[src/design/assert_macros.svh]
// ----------------------------------------------------------------------------
// assert_macros.svh
// concurrent assertion helpers, clocked on i_clk and disabled in reset
// ----------------------------------------------------------------------------
`ifndef ASSERT_MACROS_SVH
`define ASSERT_MACROS_SVH

// same-cycle implication
`define ASSERT_IMPLIES(label, pre, post, msg) \
    label: assert property (@(posedge i_clk) disable iff (!i_rst_n) (pre) |-> (post)) \
        else $error(msg);

// next-cycle implication
`define ASSERT_NEXT(label, pre, post, msg) \
    label: assert property (@(posedge i_clk) disable iff (!i_rst_n) (pre) |=> (post)) \
        else $error(msg);

`endif

[src/design/bca_pkg.sv]
// ----------------------------------------------------------------------------
// bca_pkg
// shared constants, codes and payload types of the chunk allocator
// ----------------------------------------------------------------------------
`default_nettype none

package bca_pkg;

    localparam int NUM_CHUNKS       = 256;
    localparam int CHUNK_SHIFT_BITS = 22;
    localparam int ADDR_BITS        = 32;

    // used map is stored as rows of ROW_W bits
    localparam int ROW_W     = 16;
    localparam int BIT_AW    = $clog2(ROW_W);
    localparam int NUM_ROWS  = (NUM_CHUNKS + ROW_W - 1) / ROW_W;
    localparam int ROW_AW    = (NUM_ROWS > 1) ? $clog2(NUM_ROWS) : 1;
    localparam int IDX_W     = ROW_AW + BIT_AW;
    localparam int LAST_BITS = NUM_CHUNKS - (NUM_ROWS - 1) * ROW_W;

    localparam logic [63:0] ADDR_MASK =
        (ADDR_BITS >= 64) ? {64{1'b1}} : ((64'd1 << ADDR_BITS) - 64'd1);

    // request types
    localparam logic [1:0] REQ_ALLOC = 2'd0;
    localparam logic [1:0] REQ_FREE  = 2'd1;
    localparam logic [1:0] REQ_RESP  = 2'd2;

    // result kinds
    localparam logic KIND_CTRL  = 1'b0;
    localparam logic KIND_REPLY = 1'b1;

    // control request operations
    localparam logic CTRL_OP_ALLOC = 1'b0;
    localparam logic CTRL_OP_FREE  = 1'b1;

    // reply status
    localparam logic [1:0] ST_OK   = 2'd0;
    localparam logic [1:0] ST_FAIL = 2'd1;
    localparam logic [1:0] ST_BUSY = 2'd2;

    // partner status
    localparam logic PSTAT_OK = 1'b0;

    typedef struct packed {
        logic [1:0]  req_type;
        logic [15:0] owner_pid;
        logic        access_rw;
        logic [31:0] free_addr;
        logic        partner_status;
    } t_req;

    typedef struct packed {
        logic        out_kind;
        logic        ctrl_op;
        logic [7:0]  ctrl_index;
        logic [15:0] ctrl_pid;
        logic        ctrl_rw;
        logic [31:0] reply_addr;
        logic [1:0]  reply_status;
    } t_rsp;

    typedef struct packed {
        logic              rd_en;
        logic [ROW_AW-1:0] rd_row;
        logic              wr_en;
        logic [ROW_AW-1:0] wr_row;
        logic [ROW_W-1:0]  wdata;
    } t_map_cmd;

    typedef struct packed {
        logic              any_free;
        logic [ROW_AW-1:0] free_row;
    } t_map_stat;

endpackage

`default_nettype wire

[src/design/bca_if.sv]
// ----------------------------------------------------------------------------
// bca_if
// valid/ready channels for requests and results
// ----------------------------------------------------------------------------
`default_nettype none

interface bca_req_if
    import bca_pkg::*;
();
    logic valid;
    logic ready;
    t_req payload;

    modport source (output valid, output payload, input ready);
    modport sink   (input valid, input payload, output ready);
endinterface

interface bca_rsp_if
    import bca_pkg::*;
();
    logic valid;
    logic ready;
    t_rsp payload;

    modport source (output valid, output payload, input ready);
    modport sink   (input valid, input payload, output ready);
endinterface

`default_nettype wire

[src/design/bca_map.sv]
// ----------------------------------------------------------------------------
// bca_map
// used-bit map memory in rows, with row valid and row full flags
// ----------------------------------------------------------------------------
`default_nettype none

module bca_map
    import bca_pkg::*;
(
    input  wire logic             i_clk,
    input  wire logic             i_rst_n,
    input  wire t_map_cmd         i_cmd,
    output logic [ROW_W-1:0]      o_rd_data,
    output t_map_stat             o_stat
);

    logic [ROW_W-1:0]  r_mem [NUM_ROWS];
    logic [ROW_W-1:0]  r_rd_data;
    logic              r_rd_valid;
    logic [ROW_AW-1:0] r_rd_row;
    logic [NUM_ROWS-1:0] r_valid;
    logic [NUM_ROWS-1:0] r_full;

    // bits past the last chunk read as used
    function automatic logic [ROW_W-1:0] pad_mask(input logic [ROW_AW-1:0] row);
        logic [ROW_W-1:0] m;
        m = '0;
        for (int j = 0; j < ROW_W; j++) begin
            if ((32'(row) == NUM_ROWS - 1) && (j >= LAST_BITS)) begin
                m[j] = 1'b1;
            end
        end
        return m;
    endfunction

    always_ff @(posedge i_clk) begin
        if (i_cmd.wr_en) begin
            r_mem[i_cmd.wr_row] <= i_cmd.wdata;
        end
        if (i_cmd.rd_en) begin
            r_rd_data <= r_mem[i_cmd.rd_row];
            r_rd_row  <= i_cmd.rd_row;
        end
    end

    always_ff @(posedge i_clk) begin
        if (!i_rst_n) begin
            r_valid    <= '0;
            r_full     <= '0;
            r_rd_valid <= 1'b0;
        end else begin
            if (i_cmd.wr_en) begin
                r_valid[i_cmd.wr_row] <= 1'b1;
                r_full[i_cmd.wr_row]  <= &(i_cmd.wdata | pad_mask(i_cmd.wr_row));
            end
            if (i_cmd.rd_en) begin
                r_rd_valid <= r_valid[i_cmd.rd_row];
            end
        end
    end

    assign o_rd_data = (r_rd_valid ? r_rd_data : '0) | pad_mask(r_rd_row);

    // lowest row with a free chunk
    always_comb begin
        o_stat.any_free = ~&r_full;
        o_stat.free_row = '0;
        for (int k = NUM_ROWS - 1; k >= 0; k--) begin
            if (!r_full[k]) begin
                o_stat.free_row = ROW_AW'(k);
            end
        end
    end

endmodule

`default_nettype wire

[src/design/bitmap_chunk_allocator.sv]
// ----------------------------------------------------------------------------
// bitmap_chunk_allocator
// first-fit chunk allocator with a partner round trip per request
// ----------------------------------------------------------------------------
// Takes one request at a time and gives at most one result for it. An
// allocate passes accept with row read, bit pick and write-back, and result
// load; a free inside the map passes accept with row read, bit test and
// result load. A partner response goes from accept to result load, with a
// bit clear between when a successful free clears its bit. A busy reply, an
// allocate with the map full and a free beyond the map go from accept to
// result load. A stray partner response or an unknown request type gives no
// result. The result load also waits through every cycle in which the
// previous result still sits in the output register with ready low. The used
// map lives in a memory of 16-bit rows with a registered read; per-row full
// flags pick the first row with room, so no scan over rows is needed. Per-row
// valid flags make the whole map read as free after reset with no clearing
// pass. While a partner answer is pending, allocate and free requests get busy.
// ----------------------------------------------------------------------------
`default_nettype none

`include "assert_macros.svh"

module bitmap_chunk_allocator
    import bca_pkg::*;
(
    input  wire logic  i_clk,
    input  wire logic  i_rst_n,
    bca_req_if.sink    i_req,
    bca_rsp_if.source  o_rsp
);

    localparam logic [2:0] S_IDLE  = 3'd0;
    localparam logic [2:0] S_ALLOC = 3'd1;
    localparam logic [2:0] S_FREE  = 3'd2;
    localparam logic [2:0] S_REL   = 3'd3;
    localparam logic [2:0] S_EMIT  = 3'd4;

    localparam logic [1:0] OP_NONE  = 2'd0;
    localparam logic [1:0] OP_ALLOC = 2'd1;
    localparam logic [1:0] OP_FREE  = 2'd2;

    logic [2:0]       r_state,    n_state;
    logic [1:0]       r_pend_op,  n_pend_op;
    logic [IDX_W-1:0] r_pend_idx, n_pend_idx;
    logic [IDX_W-1:0] r_idx,      n_idx;
    logic [15:0]      r_pid,      n_pid;
    logic             r_rw,       n_rw;
    t_rsp             r_res,      n_res;
    t_rsp             r_out;
    logic             r_out_valid;

    t_map_cmd         map_cmd;
    t_map_stat        map_stat;
    logic [ROW_W-1:0] w_rd_data;

    logic [31:0]       w_free_idx;
    logic              w_in_range;
    logic [63:0]       w_addr_full;
    logic [BIT_AW-1:0] w_zero_bit;
    logic              w_load;

    bca_map u_map (
        .i_clk     (i_clk),
        .i_rst_n   (i_rst_n),
        .i_cmd     (map_cmd),
        .o_rd_data (w_rd_data),
        .o_stat    (map_stat)
    );

    function automatic t_rsp mk_reply(input logic [1:0] status, input logic [31:0] addr);
        t_rsp r;
        r              = '0;
        r.out_kind     = KIND_REPLY;
        r.reply_addr   = addr;
        r.reply_status = status;
        return r;
    endfunction

    function automatic t_rsp mk_ctrl(input logic op, input logic [IDX_W-1:0] idx,
                                     input logic [15:0] pid, input logic rw);
        t_rsp r;
        logic [IDX_W+7:0] e;
        e            = (IDX_W + 8)'(idx);
        r            = '0;
        r.out_kind   = KIND_CTRL;
        r.ctrl_op    = op;
        r.ctrl_index = e[7:0];
        r.ctrl_pid   = pid;
        r.ctrl_rw    = rw;
        return r;
    endfunction

    assign w_free_idx  = i_req.payload.free_addr >> CHUNK_SHIFT_BITS;
    assign w_in_range  = w_free_idx < 32'(NUM_CHUNKS);
    assign w_addr_full = (64'(r_pend_idx) << CHUNK_SHIFT_BITS) & ADDR_MASK;

    // lowest clear bit of the row just read
    always_comb begin
        w_zero_bit = '0;
        for (int j = ROW_W - 1; j >= 0; j--) begin
            if (!w_rd_data[j]) begin
                w_zero_bit = BIT_AW'(j);
            end
        end
    end

    assign i_req.ready = (r_state == S_IDLE);
    assign w_load      = (r_state == S_EMIT) && (!r_out_valid || o_rsp.ready);

    always_comb begin
        n_state    = r_state;
        n_pend_op  = r_pend_op;
        n_pend_idx = r_pend_idx;
        n_idx      = r_idx;
        n_pid      = r_pid;
        n_rw       = r_rw;
        n_res      = r_res;
        map_cmd    = '0;
        case (r_state)
            S_IDLE: begin
                if (i_req.valid) begin
                    case (i_req.payload.req_type)
                        REQ_ALLOC: begin
                            if (r_pend_op != OP_NONE) begin
                                n_res   = mk_reply(ST_BUSY, '0);
                                n_state = S_EMIT;
                            end else if (!map_stat.any_free) begin
                                n_res   = mk_reply(ST_FAIL, '0);
                                n_state = S_EMIT;
                            end else begin
                                map_cmd.rd_en  = 1'b1;
                                map_cmd.rd_row = map_stat.free_row;
                                n_idx          = {map_stat.free_row, BIT_AW'(0)};
                                n_pid          = i_req.payload.owner_pid;
                                n_rw           = i_req.payload.access_rw;
                                n_state        = S_ALLOC;
                            end
                        end
                        REQ_FREE: begin
                            if (r_pend_op != OP_NONE) begin
                                n_res   = mk_reply(ST_BUSY, '0);
                                n_state = S_EMIT;
                            end else if (!w_in_range) begin
                                n_res   = mk_reply(ST_FAIL, '0);
                                n_state = S_EMIT;
                            end else begin
                                map_cmd.rd_en  = 1'b1;
                                map_cmd.rd_row = w_free_idx[IDX_W-1:BIT_AW];
                                n_idx          = w_free_idx[IDX_W-1:0];
                                n_pid          = i_req.payload.owner_pid;
                                n_rw           = i_req.payload.access_rw;
                                n_state        = S_FREE;
                            end
                        end
                        REQ_RESP: begin
                            case (r_pend_op)
                                OP_ALLOC: begin
                                    n_pend_op = OP_NONE;
                                    if (i_req.payload.partner_status == PSTAT_OK) begin
                                        n_res = mk_reply(ST_OK, w_addr_full[31:0]);
                                    end else begin
                                        n_res = mk_reply(ST_FAIL, '0);
                                    end
                                    n_state = S_EMIT;
                                end
                                OP_FREE: begin
                                    if (i_req.payload.partner_status == PSTAT_OK) begin
                                        map_cmd.rd_en  = 1'b1;
                                        map_cmd.rd_row = r_pend_idx[IDX_W-1:BIT_AW];
                                        n_state        = S_REL;
                                    end else begin
                                        n_pend_op = OP_NONE;
                                        n_res     = mk_reply(ST_FAIL, '0);
                                        n_state   = S_EMIT;
                                    end
                                end
                                default: begin
                                end
                            endcase
                        end
                        default: begin
                        end
                    endcase
                end
            end
            S_ALLOC: begin
                map_cmd.wr_en  = 1'b1;
                map_cmd.wr_row = r_idx[IDX_W-1:BIT_AW];
                map_cmd.wdata  = w_rd_data | (ROW_W'(1) << w_zero_bit);
                n_pend_op      = OP_ALLOC;
                n_pend_idx     = {r_idx[IDX_W-1:BIT_AW], w_zero_bit};
                n_res          = mk_ctrl(CTRL_OP_ALLOC, {r_idx[IDX_W-1:BIT_AW], w_zero_bit},
                                         r_pid, r_rw);
                n_state        = S_EMIT;
            end
            S_FREE: begin
                if (w_rd_data[r_idx[BIT_AW-1:0]]) begin
                    n_pend_op  = OP_FREE;
                    n_pend_idx = r_idx;
                    n_res      = mk_ctrl(CTRL_OP_FREE, r_idx, r_pid, r_rw);
                end else begin
                    n_res = mk_reply(ST_FAIL, '0);
                end
                n_state = S_EMIT;
            end
            S_REL: begin
                map_cmd.wr_en  = 1'b1;
                map_cmd.wr_row = r_pend_idx[IDX_W-1:BIT_AW];
                map_cmd.wdata  = w_rd_data & ~(ROW_W'(1) << r_pend_idx[BIT_AW-1:0]);
                n_pend_op      = OP_NONE;
                n_res          = mk_reply(ST_OK, '0);
                n_state        = S_EMIT;
            end
            S_EMIT: begin
                if (w_load) begin
                    n_state = S_IDLE;
                end
            end
            default: begin
                n_state = S_IDLE;
            end
        endcase
    end

    always_ff @(posedge i_clk) begin
        if (!i_rst_n) begin
            r_state     <= S_IDLE;
            r_pend_op   <= OP_NONE;
            r_pend_idx  <= '0;
            r_out_valid <= 1'b0;
        end else begin
            r_state    <= n_state;
            r_pend_op  <= n_pend_op;
            r_pend_idx <= n_pend_idx;
            if (w_load) begin
                r_out_valid <= 1'b1;
            end else if (o_rsp.ready) begin
                r_out_valid <= 1'b0;
            end
        end
    end

    always_ff @(posedge i_clk) begin
        r_idx <= n_idx;
        r_pid <= n_pid;
        r_rw  <= n_rw;
        r_res <= n_res;
        if (w_load) begin
            r_out <= r_res;
        end
    end

    assign o_rsp.valid   = r_out_valid;
    assign o_rsp.payload = r_out;

    `ASSERT_IMPLIES(a_alloc_row_has_room, r_state == S_ALLOC, w_rd_data != {ROW_W{1'b1}}, "allocate read a full row")
    `ASSERT_IMPLIES(a_release_bit_set, r_state == S_REL, w_rd_data[r_pend_idx[BIT_AW-1:0]], "released chunk not marked used")
    `ASSERT_NEXT(a_emit_loads_output, w_load, r_out_valid, "result not presented after load")

endmodule

`default_nettype wire

[src/flat_wrapper.sv]
// flat-port wrapper written by rule: the top's interface ports become plain ports
module bitmap_chunk_allocator_flat import bca_pkg::*;
  (i_clk, i_rst_n, i_req_valid, i_req_payload, i_req_ready, o_rsp_valid, o_rsp_payload, o_rsp_ready);
  bca_req_if i_req_i ();
  bca_rsp_if o_rsp_i ();
  input  wire logic i_clk;
  input  wire logic i_rst_n;
  input wire logic [$bits(i_req_i.valid)-1:0] i_req_valid;
  input wire logic [$bits(i_req_i.payload)-1:0] i_req_payload;
  output wire logic [$bits(i_req_i.ready)-1:0] i_req_ready;
  output wire logic [$bits(o_rsp_i.valid)-1:0] o_rsp_valid;
  output wire logic [$bits(o_rsp_i.payload)-1:0] o_rsp_payload;
  input wire logic [$bits(o_rsp_i.ready)-1:0] o_rsp_ready;
  assign i_req_i.valid = i_req_valid;
  assign i_req_i.payload = i_req_payload;
  assign i_req_ready = i_req_i.ready;
  assign o_rsp_valid = o_rsp_i.valid;
  assign o_rsp_payload = o_rsp_i.payload;
  assign o_rsp_i.ready = o_rsp_ready;
  bitmap_chunk_allocator u_core (.i_clk(i_clk), .i_rst_n(i_rst_n), .i_req(i_req_i), .o_rsp(o_rsp_i));
endmodule
[config.mk]
export PLATFORM = sky130hd
export DESIGN_NAME = bitmap_chunk_allocator_flat
export DESIGN_NICKNAME = d
export VERILOG_FILES = /design/src/design/bca_pkg.sv /design/src/design/bca_if.sv /design/src/design/bca_map.sv /design/src/design/bitmap_chunk_allocator.sv /design/src/flat_wrapper.sv
export VERILOG_INCLUDE_DIRS = /design/src /design/src/design
export SDC_FILE = /design/constraint.sdc
export NUM_CORES = 1
export LEC_CHECK = 0
export BUFFER_PORTS_ARGS = -buffer_cell sky130_fd_sc_hd__buf_2
export CELL_PAD_IN_SITES_DETAIL_PLACEMENT = 1
export CELL_PAD_IN_SITES_GLOBAL_PLACEMENT = 1
export CORE_ASPECT_RATIO = 2
export CORE_MARGIN = 3
export CORE_UTILIZATION = 55
export DETAILED_ROUTE_END_ITERATION = 7
export GPL_ROUTABILITY_DRIVEN = 0
export PLACE_DENSITY_LB_ADDON = 0.1
export SLEW_MARGIN = 20
export SYNTH_ARGS = -nofsm -noshare
export SYNTH_HDL_FRONTEND = slang
export SYNTH_SLANG_ARGS = --single-unit
export TNS_END_PERCENT = 5
[constraint.sdc]
create_clock -name i_clk -period 9.6 [get_ports i_clk]
set_clock_uncertainty 0.05 [all_clocks]
set_input_delay 0.96 -clock i_clk [delete_from_list [all_inputs] [get_ports i_clk]]
set_output_delay 0.96 -clock i_clk [all_outputs]
set_load 0.05 [all_outputs]
==> out/qor.txt <==
Status: finished, final reports clean
Pwr dens: 181.8 mW/mm2
Cell family with most CP delay: simple AND/OR/NAND/NOR gates
Slowest CP cell: buf_4
Yosys top cell area share: 61.77%
Final worst slack: 4.760 ns
Initial DRC count: 779
Commonest non-fill, non-tap cell in the layout: edfxtp_1
Crit Path Max Fanout: 61
Residual DRC: 0
Num CTS Buffers: 37
Total GRT Usage: 27.90%
Final hold violation count: 0
EDFF count, synth: 371
Yosys reg bits: 418
Setup Fix Bufs, Post-CTS: 0
Die Footprint: 0.03513 mm2
CP Capture Type: flip-flop
Number of buffers added on ports: 72
Largest net degree at the start of global routing: 62
Number of global-route vias before repair: 11,990
Cells taking the most area after synthesis: edfxtp_1 (62%), dfxtp_1 (5.2%), mux2i_1 (4.1%)
Asr flop ratio synth: 0%
Fin nets: 1,406
Largest area contributor in the netlist: edfxtp_1
Die Width: 134.1 um
First-pass GRT wire length: 72,670 um
Critical Path AT: 5.07 ns
Post-synthesis sequential area ratio: 66.99%
Netlist Area Pre-Place: 0.01804 mm2
Cell variety after synth: 83
Post-DR wirelength/cell: 27.38 um
Leak Pwr: 0.006516 uW
Syn avg cell area: 14.13 um2
WHS: 0.3688 ns
RSZ-0062 raised after global routing: false
Ys Warns: 0
Synthesized instance count: 1,276
Ant. Diodes: 0
CTS tree: done
Commonest non-fill, non-tap cells in the layout: edfxtp_1 (371), nor2_1 (106), mux2i_1 (73)
Longest Clk Path Bufs: 3
Data required, critical path: 9.83 ns
# IOs: 119
DIE HEIGHT: 262.1 um
Cts hold-fix bufs: 0
Critical path buffers and inverters: 1
Tcrit/Tclk final: 50.42%
Clock slew at reported path FFs: 0.06 ns
Layout cells sized above 1: 16.68%
Placed cell area: 0.01877 mm2
Finished Cell Area: 0.01996 mm2
Startpoint Class: flip-flop
Clock latency on the worst-skew pair: 0.55 ns
Max Slew Vio Count: 0
Dpl hpwl: 30,830 um
Final ANT Viol Nets: 0
Max-Cap Viols: 0
Relative slew slack: 27.58%
WL final: 49,290 um
Post_cts resized: 0
Row count: 93
Initial antenna violation count: 0
Placeable core area: 0.03223 mm2
Slowest stage delay, CP: 0.79 ns
Class of the worst hold path: flip-flop to flip-flop
TNS Setup: 0 ns
Kind of critical path: flip-flop to flip-flop
Max VDD drop: 192.3 uV
CTS Root Cell: clkbuf_16
Dpl ws: 4.305 ns
Initial core utilization: 55.96%
Grt total ovfl: 0
Final Setup Violations: 0
Worst slew pin tran: 1.084 ns
CTS Sinks: 418
Tmin final: 4.840 ns
Fill cells: 3,006
DR vias: 11,350
Synth-to-layout area growth: 10.67%
Critical-path cell list: nor3_4 > nand2_2 > or2_1 > a21oi_4 > buf_4 > mux4_1 > nor2_1 > a311oi_1 > or3_1
Via density: 6.303
Drt pass-1 iters: 5
Htree depth: 2
Peak Freq: 0.2066 GHz
Synth Flop Type: edfxtp_1
[sequential cells by signal (all words and copies together) (netlist names)]
signal	cells
u_core.r_rw	1
u_core.u_map.r_mem	256
u_core.r_pend_op	2
u_core.u_map.r_rd_data	16
u_core.r_pid	16
u_core.u_map.r_valid	16
u_core.r_state	3
u_core.o_rsp.payload	37
u_core.u_map.r_rd_valid	1
u_core.o_rsp.valid	1
u_core.u_map.r_full	16
u_core.r_res	37
u_core.r_idx	8
u_core.r_pend_idx	8
[report_power, final]
| part | switching, uW | total [uW] | internal, uW |
|---|---|---|---|
| clock network | 653 | 1480 | 823 |
| logic | 112 | 147 | 34.9 |
| registers | 15.8 | 2010 | 1990 |
| total | 781 | 3630 | 2850 |
[cells in the mapped netlist, drive strengths merged, types with 5 or more instances]
library cell / instances
inv: 20
buf: 53
dfxtp: 47
clkbuf: 36
a32oi: 7
a2111oi: 8
o31a: 5
and3: 5
edfxtp: 371
a311oi: 13
o21ai: 25
o2111ai: 6
or3: 61
a211oi: 28
or2: 6
mux2i: 83
and2: 13
nand3: 15
nor2b: 43
nor2: 126
a21oi: 25
nand2: 60
o31ai: 12
o211ai: 32
nand4: 13
o21a: 8
nor3: 63
nand2b: 13
mux4: 17
[area by class of cell]
type | count | area, um2 | area share (%)
inverters | 20 | 75.07 | 0.3761
repair buffers | 97 | 548.0 | 2.746
flip-flops and latches | 418 | 12080 | 60.53
clock buffers | 44 | 993.5 | 4.977
well taps | 427 | 534.3 | 2.677
multi-input cells | 772 | 5533 | 27.72
clock inverters | 22 | 195.2 | 0.9779
[final timing paths]
kind	from	to	slack, ns	depth (start not counted)
setup / recovery	u_core.r_state[1]	u_core.u_map.r_rd_data[12]	4.76	9
hold / removal	u_core.r_res[54]	u_core.o_rsp.payload[54]	0.37	0
setup reg to reg	u_core.r_state[1]	u_core.u_map.r_rd_data[12]	4.76	9
hold reg to reg	u_core.r_res[54]	u_core.o_rsp.payload[54]	0.37	0
[kinds of logic (layout without fill, tap and decap cells)]
group	Yosys count	in the layout	share of synthesized area, %
AO/OA/AOI/OAI	204	204	8.505
multiplexers	102	102	7.735
adder cells (fa/ha/maj)	4	4	0.2775
buffers and inverters	109	183	3.753
AND/OR/NAND/NOR	437	437	12.67
flip-flops	418	418	66.99
other	1	24	0.02079
XOR/XNOR	1	1	0.04857
[metrics by stage]
step                cells  power [uW]  util (%)
finish               1800        3629     61.93
global route         1800        3741     61.93
CTS                  1800        3654     61.91
detailed placement   1734        2191     58.22
global placement     1734        2186     58.22
floorplan            1299        2149         -
[metal layers]
| layer | routed length, um | GRT usage, % |
|---|---|---|
| met1 | 16860 | 29.26 |
| met2 | 26520 | 51.98 |
| met3 | 2244 | 3.563 |
| met4 | 3673 | 18.04 |
| met5 | 0 | 0 |
Power figures use the tool's default switching activity.
